===== src/rtl/core/ssd_pkg.sv =====
// ----------------------------------------------------------------------------
// Seven-segment scan driver package
// Shared item types, function codes, segment table and BCD conversion helpers.
// ----------------------------------------------------------------------------
package ssd_pkg;

    // Default digit count of the display
    localparam int NUM_DIGITS_DEF = 4;

    // Width of the digit enable field on the result side
    localparam int ENABLE_W = 4;

    // BCD digits needed for a 16-bit binary value
    localparam int BCD_DIGITS = 5;
    localparam int BCD_W      = 4 * BCD_DIGITS;

    // Entries of the command queue between front and back
    localparam int QUEUE_DEPTH = 2;

    // Function codes
    localparam logic [1:0] FUNC_NUMBER = 2'd0;
    localparam logic [1:0] FUNC_TIME   = 2'd1;
    localparam logic [1:0] FUNC_TICK   = 2'd2;
    localparam logic [1:0] FUNC_NONE   = 2'd3;

    typedef struct packed {
        logic [1:0]  func;
        logic [15:0] number;
        logic [6:0]  minutes;
        logic [5:0]  seconds;
    } t_in_item;

    typedef struct packed {
        logic                drive_valid;
        logic [ENABLE_W-1:0] digit_enable;
        logic [7:0]          segment_pattern;
        logic                rejected;
    } t_out_item;

    // Classified and converted command handed from front to back
    typedef struct packed {
        logic [1:0]       kind;
        logic [BCD_W-1:0] bcd;
        logic             reject;
    } t_cmd;

    // Power of ten, used at elaboration only
    function automatic logic [31:0] pow10(input int n);
        logic [31:0] p;
        p = 32'd1;
        for (int i = 0; i < n; i++) begin
            p = p * 32'd10;
        end
        return p;
    endfunction

    // Eight shift-add-3 steps of a binary to BCD conversion
    function automatic logic [BCD_W-1:0] dabble8(input logic [BCD_W-1:0] bcd_in,
                                                  input logic [7:0]       bits);
        logic [BCD_W-1:0] b;
        b = bcd_in;
        for (int i = 0; i < 8; i++) begin
            for (int k = 0; k < BCD_DIGITS; k++) begin
                if (b[4*k +: 4] >= 4'd5) begin
                    b[4*k +: 4] = b[4*k +: 4] + 4'd3;
                end
            end
            b = {b[BCD_W-2:0], bits[7-i]};
        end
        return b;
    endfunction

    // Active-high segments a..g for one decimal digit
    function automatic logic [6:0] seg_of(input logic [3:0] d);
        logic [6:0] s;
        unique case (d)
            4'd0:    s = 7'b0111111;
            4'd1:    s = 7'b0000110;
            4'd2:    s = 7'b1011011;
            4'd3:    s = 7'b1001111;
            4'd4:    s = 7'b1100110;
            4'd5:    s = 7'b1101101;
            4'd6:    s = 7'b1111101;
            4'd7:    s = 7'b0000111;
            4'd8:    s = 7'b1111111;
            4'd9:    s = 7'b1101111;
            default: s = 7'b0000000;
        endcase
        return s;
    endfunction

endpackage


===== src/rtl/core/ssd_if.sv =====
// ----------------------------------------------------------------------------
// Seven-segment scan driver channels
// Valid/ready stream interfaces for input items and result items.
// ----------------------------------------------------------------------------
interface ssd_in_if
    import ssd_pkg::*;
();
    logic     valid;
    logic     ready;
    t_in_item payload;

    modport source (output valid, output payload, input ready);
    modport sink (input valid, input payload, output ready);
endinterface

interface ssd_out_if
    import ssd_pkg::*;
();
    logic      valid;
    logic      ready;
    t_out_item payload;

    modport source (output valid, output payload, input ready);
    modport sink (input valid, input payload, output ready);
endinterface


===== src/rtl/core/ssd_front.sv =====
// ----------------------------------------------------------------------------
// Seven-segment scan driver front end
// Classifies items, range-checks numbers and converts values to BCD.
// ----------------------------------------------------------------------------
module ssd_front
    import ssd_pkg::*;
#(
    parameter int NUM_DIGITS = NUM_DIGITS_DEF
) (
    input  logic     i_clk,
    input  logic     i_rst_n,
    input  logic     i_valid,
    output logic     o_ready,
    input  t_in_item i_item,
    output logic     o_valid,
    input  logic     i_ready,
    output t_cmd     o_cmd
);

    localparam logic [31:0] LIMIT = pow10(NUM_DIGITS);

    typedef struct packed {
        logic [1:0]  kind;
        logic [15:0] value;
        logic        reject;
    } t_pre;

    typedef struct packed {
        logic [1:0]       kind;
        logic [BCD_W-1:0] bcd;
        logic [7:0]       low;
        logic             reject;
    } t_mid;

    logic r_a_valid, r_b_valid;
    t_pre r_a, n_a;
    t_mid r_b, n_b;
    logic a_ready, b_ready;

    assign b_ready = !r_b_valid || i_ready;
    assign a_ready = !r_a_valid || b_ready;
    assign o_ready = a_ready;

    // Stage A: classify, build the value and range check
    always_comb begin
        n_a.kind   = i_item.func;
        n_a.value  = (i_item.func == FUNC_TIME)
                   ? 16'(16'(i_item.minutes) * 16'd100 + 16'(i_item.seconds))
                   : i_item.number;
        n_a.reject = (i_item.func == FUNC_NUMBER) && ({16'd0, i_item.number} >= LIMIT);
    end

    // Stage B: convert the upper byte
    always_comb begin
        n_b.kind   = r_a.kind;
        n_b.reject = r_a.reject;
        n_b.bcd    = dabble8('0, r_a.value[15:8]);
        n_b.low    = r_a.value[7:0];
    end

    // Output: finish with the lower byte
    always_comb begin
        o_cmd.kind   = r_b.kind;
        o_cmd.reject = r_b.reject;
        o_cmd.bcd    = dabble8(r_b.bcd, r_b.low);
    end
    assign o_valid = r_b_valid;

    always_ff @(posedge i_clk) begin
        if (!i_rst_n) begin
            r_a_valid <= 1'b0;
            r_b_valid <= 1'b0;
        end else begin
            if (a_ready) begin
                r_a_valid <= i_valid;
            end
            if (b_ready) begin
                r_b_valid <= r_a_valid;
            end
        end
    end

    always_ff @(posedge i_clk) begin
        if (a_ready && i_valid) begin
            r_a <= n_a;
        end
        if (b_ready && r_a_valid) begin
            r_b <= n_b;
        end
    end

endmodule


===== src/rtl/core/ssd_queue.sv =====
// ----------------------------------------------------------------------------
// Seven-segment scan driver command queue
// Short FIFO that decouples the front end from the back end.
// ----------------------------------------------------------------------------
module ssd_queue
    import ssd_pkg::*;
(
    input  logic i_clk,
    input  logic i_rst_n,
    input  logic i_valid,
    output logic o_ready,
    input  t_cmd i_cmd,
    output logic o_valid,
    input  logic i_ready,
    output t_cmd o_cmd
);

    localparam int PTR_W = (QUEUE_DEPTH > 1) ? $clog2(QUEUE_DEPTH) : 1;
    localparam int CNT_W = $clog2(QUEUE_DEPTH + 1);

    t_cmd             r_mem [QUEUE_DEPTH];
    logic [PTR_W-1:0] r_wr_ptr, r_rd_ptr;
    logic [CNT_W-1:0] r_count;
    logic             push, pop;

    assign o_ready = (r_count != CNT_W'(QUEUE_DEPTH));
    assign o_valid = (r_count != '0);
    assign o_cmd   = r_mem[r_rd_ptr];
    assign push    = i_valid && o_ready;
    assign pop     = o_valid && i_ready;

    function automatic logic [PTR_W-1:0] next_ptr(input logic [PTR_W-1:0] p);
        return (p == PTR_W'(QUEUE_DEPTH - 1)) ? '0 : p + 1'b1;
    endfunction

    always_ff @(posedge i_clk) begin
        if (!i_rst_n) begin
            r_wr_ptr <= '0;
            r_rd_ptr <= '0;
            r_count  <= '0;
        end else begin
            if (push) begin
                r_wr_ptr <= next_ptr(r_wr_ptr);
            end
            if (pop) begin
                r_rd_ptr <= next_ptr(r_rd_ptr);
            end
            if (push && !pop) begin
                r_count <= r_count + 1'b1;
            end else if (pop && !push) begin
                r_count <= r_count - 1'b1;
            end
        end
    end

    always_ff @(posedge i_clk) begin
        if (push) begin
            r_mem[r_wr_ptr] <= i_cmd;
        end
    end

endmodule


===== src/rtl/core/ssd_back.sv =====
// ----------------------------------------------------------------------------
// Seven-segment scan driver back end
// Applies commands to the digit store and produces the scan results.
// ----------------------------------------------------------------------------
module ssd_back
    import ssd_pkg::*;
#(
    parameter int NUM_DIGITS = NUM_DIGITS_DEF
) (
    input  logic      i_clk,
    input  logic      i_rst_n,
    input  logic      i_valid,
    output logic      o_ready,
    input  t_cmd      i_cmd,
    output logic      o_valid,
    input  logic      i_ready,
    output t_out_item o_item
);

    localparam int SCAN_W = (NUM_DIGITS > 1) ? $clog2(NUM_DIGITS) : 1;

    logic [3:0]        r_digit [NUM_DIGITS];
    logic [3:0]        n_digit [NUM_DIGITS];
    logic [SCAN_W-1:0] r_scan, n_scan;
    logic              r_out_valid;
    t_out_item         r_out, n_out;
    logic              pop, do_store;
    logic [3:0]        cur_digit;

    assign o_ready = !r_out_valid || i_ready;
    assign pop     = i_valid && o_ready;

    // Load the store on an accepted number or on any time value
    assign do_store = (i_cmd.kind == FUNC_TIME)
                   || ((i_cmd.kind == FUNC_NUMBER) && !i_cmd.reject);

    // Leftmost digit takes the highest place; places beyond the BCD word are zero
    always_comb begin
        for (int i = 0; i < NUM_DIGITS; i++) begin
            if (NUM_DIGITS - 1 - i < BCD_DIGITS) begin
                n_digit[i] = i_cmd.bcd[4*(NUM_DIGITS-1-i) +: 4];
            end else begin
                n_digit[i] = 4'd0;
            end
        end
    end

    assign cur_digit = r_digit[r_scan];
    assign n_scan    = (r_scan == SCAN_W'(NUM_DIGITS - 1)) ? '0 : r_scan + 1'b1;

    always_comb begin
        n_out = '0;
        unique case (i_cmd.kind)
            FUNC_NUMBER: n_out.rejected = i_cmd.reject;
            FUNC_TIME:   n_out = '0;
            FUNC_TICK: begin
                n_out.drive_valid     = 1'b1;
                n_out.digit_enable    = ENABLE_W'(4'b0001) << r_scan;
                n_out.segment_pattern = {1'b0, seg_of(cur_digit)};
            end
            default:     n_out = '0;
        endcase
    end

    assign o_valid = r_out_valid;
    assign o_item  = r_out;

    always_ff @(posedge i_clk) begin
        if (!i_rst_n) begin
            r_out_valid <= 1'b0;
            r_scan      <= '0;
            for (int i = 0; i < NUM_DIGITS; i++) begin
                r_digit[i] <= 4'd0;
            end
        end else begin
            if (o_ready) begin
                r_out_valid <= i_valid;
            end
            if (pop && do_store) begin
                for (int i = 0; i < NUM_DIGITS; i++) begin
                    r_digit[i] <= n_digit[i];
                end
            end
            if (pop && (i_cmd.kind == FUNC_TICK)) begin
                r_scan <= n_scan;
            end
        end
    end

    always_ff @(posedge i_clk) begin
        if (pop) begin
            r_out <= n_out;
        end
    end

`ifndef SYNTH
    a_scan_range: assert property (@(posedge i_clk) disable iff (!i_rst_n)
        r_scan <= SCAN_W'(NUM_DIGITS - 1))
        else $error("scan position beyond last digit");

    a_scan_hold: assert property (@(posedge i_clk) disable iff (!i_rst_n)
        !(pop && (i_cmd.kind == FUNC_TICK)) |=> $stable(r_scan))
        else $error("scan position moved without a tick");

    a_drive_excl: assert property (@(posedge i_clk) disable iff (!i_rst_n)
        r_out_valid |-> !(r_out.drive_valid && r_out.rejected))
        else $error("drive and reject flagged together");

    a_enable_onehot: assert property (@(posedge i_clk) disable iff (!i_rst_n)
        r_out_valid |-> $onehot0(r_out.digit_enable)
                     && (r_out.drive_valid || (r_out.digit_enable == '0)))
        else $error("digit enable not one-hot or set without a drive");
`endif

endmodule


===== src/rtl/core/seven_segment_scan_driver.sv =====
// Path: an item passes front stages A and B, the command queue and the output register.
// Throughput: one item per cycle without back-pressure; the front pipeline, queue and
// output register advance unless stalled, so set and tick items may follow back to back.
// Reset: synchronous, active low; clears the digit store to zeros, the scan position,
// the queue and all valid flags. No clearing pass; items are taken right after reset.
// ----------------------------------------------------------------------------
// Seven-segment scan driver
// Multiplexed display driver: stores numbers or mm:ss times as decimal digits and
// emits one digit enable and segment pattern per refresh tick.
// ----------------------------------------------------------------------------
module seven_segment_scan_driver
    import ssd_pkg::*;
#(
    parameter int NUM_DIGITS = NUM_DIGITS_DEF
) (
    input  logic        i_clk,
    input  logic        i_rst_n,
    ssd_in_if.sink      i_in,
    ssd_out_if.source   o_out
);

    // Front to queue
    logic front_valid, front_ready;
    t_cmd front_cmd;

    // Queue to back
    logic queue_valid, queue_ready;
    t_cmd queue_cmd;

    // Front: classify the transfer, range check set-number values, build
    // minutes*100+seconds for set-time items and convert to BCD over two stages.
    ssd_front #(
        .NUM_DIGITS (NUM_DIGITS)
    ) u_front (
        .i_clk   (i_clk),
        .i_rst_n (i_rst_n),
        .i_valid (i_in.valid),
        .o_ready (i_in.ready),
        .i_item  (i_in.payload),
        .o_valid (front_valid),
        .i_ready (front_ready),
        .o_cmd   (front_cmd)
    );

    // Queue: absorb back-end stalls so the front keeps moving.
    ssd_queue u_queue (
        .i_clk   (i_clk),
        .i_rst_n (i_rst_n),
        .i_valid (front_valid),
        .o_ready (front_ready),
        .i_cmd   (front_cmd),
        .o_valid (queue_valid),
        .i_ready (queue_ready),
        .o_cmd   (queue_cmd)
    );

    // Back: update the digit store, decode the digit under the scan position on
    // a tick, advance the scan and hold each result in the output register.
    ssd_back #(
        .NUM_DIGITS (NUM_DIGITS)
    ) u_back (
        .i_clk   (i_clk),
        .i_rst_n (i_rst_n),
        .i_valid (queue_valid),
        .o_ready (queue_ready),
        .i_cmd   (queue_cmd),
        .o_valid (o_out.valid),
        .i_ready (o_out.ready),
        .o_item  (o_out.payload)
    );

endmodule

===== src/flat_wrapper.sv =====
// flat-port wrapper written by rule: the top's interface ports become plain ports
module seven_segment_scan_driver_flat import ssd_pkg::*;
#(
    parameter int NUM_DIGITS = NUM_DIGITS_DEF
)
  (i_clk, i_rst_n, i_in_valid, i_in_payload, i_in_ready, o_out_valid, o_out_payload, o_out_ready);
  ssd_in_if i_in_i ();
  ssd_out_if o_out_i ();
  input  logic i_clk;
  input  logic i_rst_n;
  input wire logic [$bits(i_in_i.valid)-1:0] i_in_valid;
  input wire logic [$bits(i_in_i.payload)-1:0] i_in_payload;
  output wire logic [$bits(i_in_i.ready)-1:0] i_in_ready;
  output wire logic [$bits(o_out_i.valid)-1:0] o_out_valid;
  output wire logic [$bits(o_out_i.payload)-1:0] o_out_payload;
  input wire logic [$bits(o_out_i.ready)-1:0] o_out_ready;
  assign i_in_i.valid = i_in_valid;
  assign i_in_i.payload = i_in_payload;
  assign i_in_ready = i_in_i.ready;
  assign o_out_valid = o_out_i.valid;
  assign o_out_payload = o_out_i.payload;
  assign o_out_i.ready = o_out_ready;
  seven_segment_scan_driver #(.NUM_DIGITS(NUM_DIGITS)) u_core (.i_clk(i_clk), .i_rst_n(i_rst_n), .i_in(i_in_i), .o_out(o_out_i));
endmodule

===== config.mk =====
export PLATFORM = sky130hd
export DESIGN_NAME = seven_segment_scan_driver_flat
export DESIGN_NICKNAME = d
export VERILOG_FILES = /design/src/rtl/core/ssd_pkg.sv /design/src/rtl/core/ssd_if.sv /design/src/rtl/core/ssd_front.sv /design/src/rtl/core/ssd_queue.sv /design/src/rtl/core/ssd_back.sv /design/src/rtl/core/seven_segment_scan_driver.sv /design/src/flat_wrapper.sv
export SDC_FILE = /design/constraint.sdc
export NUM_CORES = 1
export LEC_CHECK = 0
export BUFFER_PORTS_ARGS = -buffer_cell sky130_fd_sc_hd__buf_4
export CORE_MARGIN = 2
export CORE_UTILIZATION = 55
export CTS_CLUSTER_DIAMETER = 100
export DETAILED_ROUTE_END_ITERATION = 16
export PLACE_DENSITY_LB_ADDON = 0.08
export SYNTH_ARGS = -nofsm -noshare
export SYNTH_HDL_FRONTEND = slang
export SYNTH_SLANG_ARGS = --single-unit

===== constraint.sdc =====
create_clock -name i_clk -period 6.25 [get_ports i_clk]
set_input_delay 0.9375 -clock i_clk [delete_from_list [all_inputs] [get_ports i_clk]]
set_output_delay 0.9375 -clock i_clk [all_outputs]
set_load 0.01 [all_outputs]

Word level (Yosys, flattened, before mapping). Memories as Yosys holds them, arrays and structs flattened. A register that Yosys moved wholly into a read port is not among the register bits. Index checks and enable logic that the tools add are counted.

Add/subtract/negate cells: 50. Multipliers: 1. Magnitude comparators: 45. Equality and inequality tests: 5. Shift operators: 1. Mux-type cells: 65. Bitwise operators: 4. Reductions and logical operators: 24.

Operators by type and width (number): greater-or-equal comparator 4 x 3 -> 1 bit (second input constant) (39); two-way mux 4 bit (39); adder 4 x 2 -> 4 bit (second input constant) (34); two-way mux 3 bit (9); greater-or-equal comparator 16 x 14 -> 1 bit (second input constant) (1); two-way mux 16 bit (1); adder 14 x 6 -> 15 bit (1); adder 3 x 2 -> 3 bit (second input constant) (5); two-way mux 13 bit (1); multiplier 7 x 5 -> 12 bit (second input constant) (1); logical AND 1 bit (10); two-way mux 1 bit (10); two-way mux 2 bit (5); adder 3 x 2 -> 4 bit (second input constant) (2); adder 1 x 2 -> 3 bit (both inputs constant) (2); greater-or-equal comparator 1 x 3 -> 1 bit (both inputs constant) (2); greater-or-equal comparator 3 bit (second input constant) (2); logical NOT 1 bit (6); adder 2 x 1 -> 2 bit (second input constant) (2); equality test 2 x 1 -> 1 bit (second input constant) (2); equality test 2 bit (second input constant) (2); logical NOT 2 bit (2); logical OR 1 bit (4); OR 1 bit (4); other kinds (7) (9).

Flip-flop bits (word level): 63. Bits in writable memories: 62. Memory bits (read-only): 112. Input bits: 35. Logic and storage cells: 218. Memories: 3.

Memory list: (no name shown) (words 16, bits a word 7, rd ports 1, clocked after Yosys merged registers in 0, wr ports 0, RTL line ssd_pkg.sv:76) `unique case (d)`; u_core.u_queue.r_mem (words 2, bits a word 23, rd ports 1, clocked after Yosys merged registers in 1, wr ports 1, RTL line ssd_queue.sv:21) `t_cmd r_mem [QUEUE_DEPTH];`; u_core.u_back.r_digit (words 4, bits a word 4, rd ports 1, clocked after Yosys merged registers in 1, wr ports 4, RTL line ssd_back.sv:22) `logic [3:0] r_digit [NUM_DIGITS];`.

Depth between registers and ports, before layout. Gate-level depths: netlist of the first run.

Depth in word-level cells: 16. Mapped depth: 37.

Hierarchy. From an unflattened synthesis of the first run, not the netlist that was laid out.

Cell total of the unflattened synthesis: 1099. Area total of the unflattened synthesis: 10660.2 um^2.

Modules (own cells, without submodules): ssd_front (instances 1, cells an instance 870, area an instance 7115.6 um^2); ssd_queue (instances 1, cells an instance 95, area an instance 1893.1 um^2); ssd_back (instances 1, cells an instance 134, area an instance 1651.6 um^2).

Worst setup path before layout of the first run. No wires, ideal clock.

Path type: flip-flop to flip-flop. From: register u_core.u_front.r_b[9] in the netlist's numbering. To: memory u_core.u_queue.r_mem[0][15] in the netlist's numbering (data pin). Library setup time: 160 ps. Arrival time: 6702 ps. Path slack: -612 ps. Cell stages (with the launch flop): 34. Clock period less this slack: 6862 ps. Cells stage by stage: edfxtp_1 -> inv_1 -> ha_1 -> and2b_2 -> nor3_1 -> nor2_1 -> clkinv_1 -> ha_1 -> o21bai_1 -> nand3_1 -> and3_1 -> ha_1 -> nor3_1 -> o311a_1 -> or2_1 -> ha_1 -> or3_1 -> o32a_1 -> a32oi_2 -> a22o_1 -> xnor2_4 -> inv_1 -> or4_4 -> nand2b_1 -> xor2_1 -> inv_1 -> ha_1 -> nor2b_1 -> o211ai_1 -> xnor2_1 -> ha_1 -> nand2b_1 -> a21oi_2 -> mux2i_1.

RTL lines: start, declared (RTL line ssd_front.sv:37) `t_mid r_b, n_b;`; start signal, assigned (RTL line ssd_front.sv:88) `r_b <= n_b;`; end, declared (RTL line ssd_queue.sv:21).

==> flow_metrics.tcl, run 1 <==
set metrics [dict create \
    outcome "complete, but fails checks" \
    violations "setup timing" \
    antenna_found_initial 0 \
    grt_max_degree 29 \
    vias 8073 \
    final_cell_mix "buf_4 (158), edfxtp_1 (107), nand2_1 (77)" \
    clk_pin_slew_ps 60 \
    core_area_um2 17400 \
    ctsHoldBuffers 0 \
    timing.final.crit_period_ps 6310 \
    hold_path.class "reg2reg" \
    place.gp.congestion 0.866 \
    multiInputGateArea_um2 6480 \
    clock_latency_ps 410 \
    critPathLaunch "u_core.u_front.r_b[9]$_DFFE_PP_" \
    worst_slew_pin_slew_ps 1100 \
    synth_area_um2 9800 \
    drc 0 \
    synth-edff-count 107 \
    critPathMaxFanout 4 \
    drt_iter0_drc 518 \
    pin_count 51 \
    synthesis.instances 1033 \
    fin_skew_ps 9.58 \
    ys.flop_type "edfxtp_1" \
    grt_pass1_wl_mm 33.8 \
    overflow 0 \
    setup_ws_ps -60.5 \
    cp_slowest_cell "edfxtp_1" \
    die_w_um 138 \
    critPathCaptureType "flip-flop" \
    initial_utilization_pct 56.5 \
    fmax_mhz 158 \
    viasPerCell 5.68 \
    ys_types 99 \
    hp-start "u_core.u_front.n_b[2]$_DFFE_PP_" \
    cp.arrival_ps 6560 \
    layout_commonest_cell "buf_4" \
    endpoint "u_core.u_queue.r_mem[0][15]$_DFFE_PP_" \
    cts-root-buf "clkbuf_16" \
    layout.nets 1301 \
    synth_seq_area_share_pct 35.2 \
    setup_tns_ps -235 \
    die-area_um2 18900 \
    async_reset_ff_share_pct 0 \
    fin_crit_sh_pct 101 \
    clk_path_buf_depth 2 \
    synth_fp_nets 1151 \
    finalWirelength_mm 20.5 \
    rsz0062_at_grt "true" \
    post-dp-hpwl_mm 15.0 \
    ys_ff_latch 119 \
    worstReg2RegStart "u_core.u_front.r_b[9]$_DFFE_PP_" \
    fin_cells 1421 \
    numPortBuffers 49 \
    crit_path_start_kind "flip-flop" \
    yosys_warnings 0 \
    fillCellCount 1308 \
    die_y_um 138 \
    slew_headroom_pct 26.6 \
    cts_buffers 17 \
    area_growth_pct 25.8 \
    drive_above_1_share_pct 30.2 \
    h-tree-depth 4 \
    cts.sink_count 119 \
    rows 48 \
    cts_tree "built" \
    wl_per_cell_um 14.4 \
    n_antenna_cell 0 \
    ff2ff_path_depth 33 \
    crit_type "reg2reg" \
    setup-violations-final 6 \
    grt_pass1_vias 7570 \
    place_inst 1364 \
    path_common_cell "ha_2" \
    rrSetupSlack_ps -60 \
    drv_cap 0 \
    r2r-end "u_core.u_queue.r_mem[0][15]$_DFFE_PP_" \
    seq_area_um2 3450 \
    syn_avg_cell_area_um2 9.49 \
    required_ps 6500 \
    slew_viol_final 0 \
    critPathMaxStageDelay_ps 460 \
    dr.pass1.iters 7 \
    ant_nets 0 \
    hold_violations 0 \
    grt_usage_pct 22.0 \
]
## worst max-delay path, delay by kind of cell (launching register included)
family,cells,cell delay (ps)
flip-flops,1,460
XOR/XNOR,3,400
multiplexers,1,240
AO/OA/AOI/OAI,7,1480
adder cells (fa/ha/maj),6,1120
AND/OR/NAND/NOR,12,1980
buffers and inverters,4,460
## area by class of cell
class	instances	share of cell area [%]
well taps	225	2.28
multi-input cells	797	52.5
clock inverters	14	1.13
flip-flops and latches	119	28.0
clock buffers	18	3.48
inverters	86	2.63
repair buffers	162	9.98
## how the worst min path moves through the flow
stage | to | slack, ps | cells after the start
finish | u_core.u_front.r_b[2]$_DFFE_PP_ | 420 | 0
global route | u_core.u_front.r_b[3]$_DFFE_PP_ | 420 | 0
CTS | u_core.u_front.o_cmd[22]$_DFFE_PP_ | 420 | 0
detailed placement | u_core.u_front.r_b[2]$_DFFE_PP_ | 410 | 0
global placement | u_core.u_front.r_b[5]$_DFFE_PP_ | 400 | 0
floorplan | u_core.u_front.o_cmd[0]$_DFFE_PP_ | 400 | 0
## cells by family (layout without fill, tap and decap cells)
| logic type | Yosys count | after routing | synth area share (%) |
|---|---|---|---|
| flops | 119 | 119 | 35.2 |
| other cells | 1 | 1 | 0.0383 |
| buf+inv | 117 | 280 | 4.75 |
| compound gates | 291 | 291 | 21.2 |
| fa+ha+maj | 83 | 83 | 10.8 |
| simple gates | 305 | 305 | 15.3 |
| mux | 68 | 68 | 8.02 |
| xor+xnor | 49 | 49 | 4.72 |
## routing by layer
layer / vias to the layer above / routed length (um) / GRT usage, %
li1: 4128 / - / -
met1: 3822 / 9650 / 28.7
met2: 102 / 10100 / 38.1
met3: 21 / 498 / 3.72
met4: 0 / 245 / 5.38
met5: - / 0 / 0
## synthesized netlist by cell type (14+ instances only)
master	n	area, um2
nand2_1	80	300
mux2_2	21	236
mux2i_1	40	400
nand3_1	23	115
xor2_1	14	123
clkbuf_1	18	67.6
o21ai_1	19	95.1
edfxtp_1	107	3210
and2_1	19	119
nor2_1	77	289
ha_1	80	1000
nand2b_1	18	113
o21ai_0	64	320
xnor2_1	32	280
inv_1	81	304
nor3_1	24	120
a21oi_1	56	280
## metrics by stage
step | area (um2) | setup slack, ps | hold slack [ps] | utilization [%]
after floorplan | 9930 | -219 | 400 | -
after global placement | 11100 | -49.5 | 401 | 64.0
after detailed placement | 11100 | -172 | 407 | 64.0
after CTS | 11900 | -35.0 | 421 | 68.3
after global routing | 12300 | -366 | 424 | 71.1
final | 12300 | -60.5 | 418 | 71.1
## flip-flops by register name (all words and copies together), names as in the netlist, named ones only
| register | cells |
|---|---|
| u_core.u_front.o_cmd | 4 |
| u_core.u_back.r_scan | 2 |
| u_core.u_front.r_a | 7 |
| u_core.u_queue.r_count | 2 |
| u_core.u_back.o_valid | 1 |
| u_core.u_front.o_valid | 1 |
| u_core.u_queue.r_wr_ptr | 1 |
| u_core.u_front.n_b | 12 |
| u_core.u_back.o_item | 13 |
| u_core.u_back.r_digit | 16 |
| u_core.u_front.r_b | 17 |
| u_core.u_front.r_a_valid | 1 |
| u_core.u_queue.r_mem | 38 |
| u_core.u_queue.r_rd_ptr | 1 |
## timing repair
item,in CTS,in global routing
resized for setup,21,79
setup buffers,14,11
pin swaps,27,32
endpoints found under the setup margin,22,22
Power of run 1 is left out: the tool's default activity adds up to more than one toggle a clock period on the data nets, which glitch-free logic cannot reach.
==> run 2: changes to the inputs <==
CORE_ASPECT_RATIO = 0.5   (was unset)
PLACE_DENSITY_LB_ADDON = 0.3   (was 0.08)
==> run 2 against run 1 <==
  * The flow still finishes with violations (setup timing)
  * Routed wire length grew 9.6%
  * Register-to-register slack lost 140 ps
  * Via count grew 2.9%
  * Count of clock-buffer cells in the layout shrank 1
  * Fmax shrank 2.1%
==> flow_metrics.tcl, run 2 (synthesized netlist as in run 1, its figures left out) <==
set metrics [dict create \
    slew_headroom_pct 23.8 \
    drt_iter0_drc 488 \
    setup_tns_ps -1730 \
    critPathMaxStageDelay_ps 500 \
    initial_utilization_pct 56.3 \
    grt_max_degree 29 \
    slew_viol_final 0 \
    route.met2.wl_mm 11.5 \
    layout_commonest_cell "buf_4" \
    grt_pass1_vias 8219 \
    area_growth_pct 27.7 \
    antenna_found_initial 0 \
    wl_met1_mm 9.79 \
    die_w_um 193 \
    wl_per_cell_um 15.5 \
    top_register "u_core.u_queue.r_mem" \
    clock_latency_ps 430 \
    finalWirelength_mm 22.4 \
    setup-violations-final 20 \
    layout.nets 1321 \
    grt_usage_pct 23.7 \
    n_antenna_cell 0 \
    core_area_um2 17400 \
    wl_met3_um 764 \
    ant_nets 0 \
    timing.final.crit_period_ps 6450 \
    hold_path.class "reg2reg" \
    crit_path_start_kind "flip-flop" \
    path_common_cell "ha_2" \
    crit_type "reg2reg" \
    top_layer "met4" \
    numPortBuffers 49 \
    cts-root-buf "clkbuf_16" \
    cts.sink_count 119 \
    fin_skew_ps 12.9 \
    dr.pass1.iters 5 \
    required_ps 6500 \
    cp_slowest_cell "or4_4" \
    hold_violations 0 \
    drc 0 \
    cp.arrival_ps 6690 \
    critPathMaxFanout 4 \
    fin_crit_sh_pct 103 \
    rows 34 \
    violations "setup timing" \
    fmax_mhz 155 \
    clk_path_buf_depth 2 \
    outcome "complete, but fails checks" \
    rsz0062_at_grt "true" \
    critPathCaptureType "flip-flop" \
    setup_ws_ps -196 \
    pin_count 51 \
    post-dp-hpwl_mm 15.7 \
    clk_pin_slew_ps 60 \
    grt_pass1_wl_mm 36.6 \
    cts_tree "built" \
    overflow 0 \
    reg_top3 "u_core.u_queue.r_mem x38, u_core.u_front.r_b x17, u_core.u_back.r_digit x16" \
    final_cell_mix "buf_4 (177), edfxtp_1 (107), nand2_1 (78)" \
    die-area_um2 19000 \
    place.gp.congestion 0.890 \
    viasPerCell 5.73 \
    whs_ps 422 \
    die_y_um 98.4 \
    drv_cap 0 \
    worst_slew_pin_slew_ps 1140 \
    cts_buffers 17 \
    drive_above_1_share_pct 30.6 \
    vias 8307 \
    ctsHoldBuffers 0 \
    fillCellCount 1172 \
    h-tree-depth 4 \
    largest_register_ffs 38 \
]
==> run 2: what timing repair did <==
action | in CTS | in global routing
gates resized for setup | 49 | 45
pin swaps | 43 | 41
endpoints found under the setup margin | 22 | 22
hold endpoints to repair | 0 | 0
buffers inserted | 41 | 17
==> run 2: area by class of cell <==
cell class	instances	area, um2	share of cell area (%)
clock buffers	17	425	3.40
clock inverters	15	151	1.21
inverters	86	324	2.59
multi-input cells	797	6490	51.8
flip-flops and latches	119	3450	27.6
well taps	234	293	2.34
repair buffers	182	1390	11.1
==> run 2: critical path, delay by kind of cell, from the launching register on <==
kind                     cells  cell delay, ps
AND/OR/NAND/NOR             11            1760
AO/OA/AOI/OAI                7            1690
adder cells (fa/ha/maj)      6            1160
XOR/XNOR                     3             480
buffers and inverters        5             470
flip-flops                   1             440
multiplexers                 1             250
==> run 2: per-stage QoR <==
stage	instance area, um2	utilization (%)	instances	setup WS, ps
floorplan	9930	-	1033	-219
global placement	11000	63.4	1361	1.23
global route	12500	72.0	1450	-573
detailed placement	11000	63.4	1361	-252
CTS	12100	69.8	1434	-115
finish	12500	72.0	1450	-196
==> run 2: path summary, 6_finish.rpt <==
| kind | startpoint | endpoint | slack (ps) | cells after the start |
|---|---|---|---|---|
| max reg2reg | u_core.u_front.r_b[9]$_DFFE_PP_ | u_core.u_queue.r_mem[0][15]$_DFFE_PP_ | -200 | 33 |
| min reg2reg | u_core.u_front.n_b[1]$_DFFE_PP_ | u_core.u_front.o_cmd[1]$_DFFE_PP_ | 420 | 0 |
| min | u_core.u_front.n_b[1]$_DFFE_PP_ | u_core.u_front.o_cmd[1]$_DFFE_PP_ | 420 | 0 |
| max | u_core.u_front.r_b[9]$_DFFE_PP_ | u_core.u_queue.r_mem[0][15]$_DFFE_PP_ | -200 | 33 |
==> run 2: metal layers <==
layer / up-vias / track usage [%]
li1: 4147 / -
met1: 3947 / 29.0
met2: 178 / 42.8
met3: 35 / 4.31
met4: 0 / 7.05
met5: - / 0
Power of run 2 is left out for the same reason.
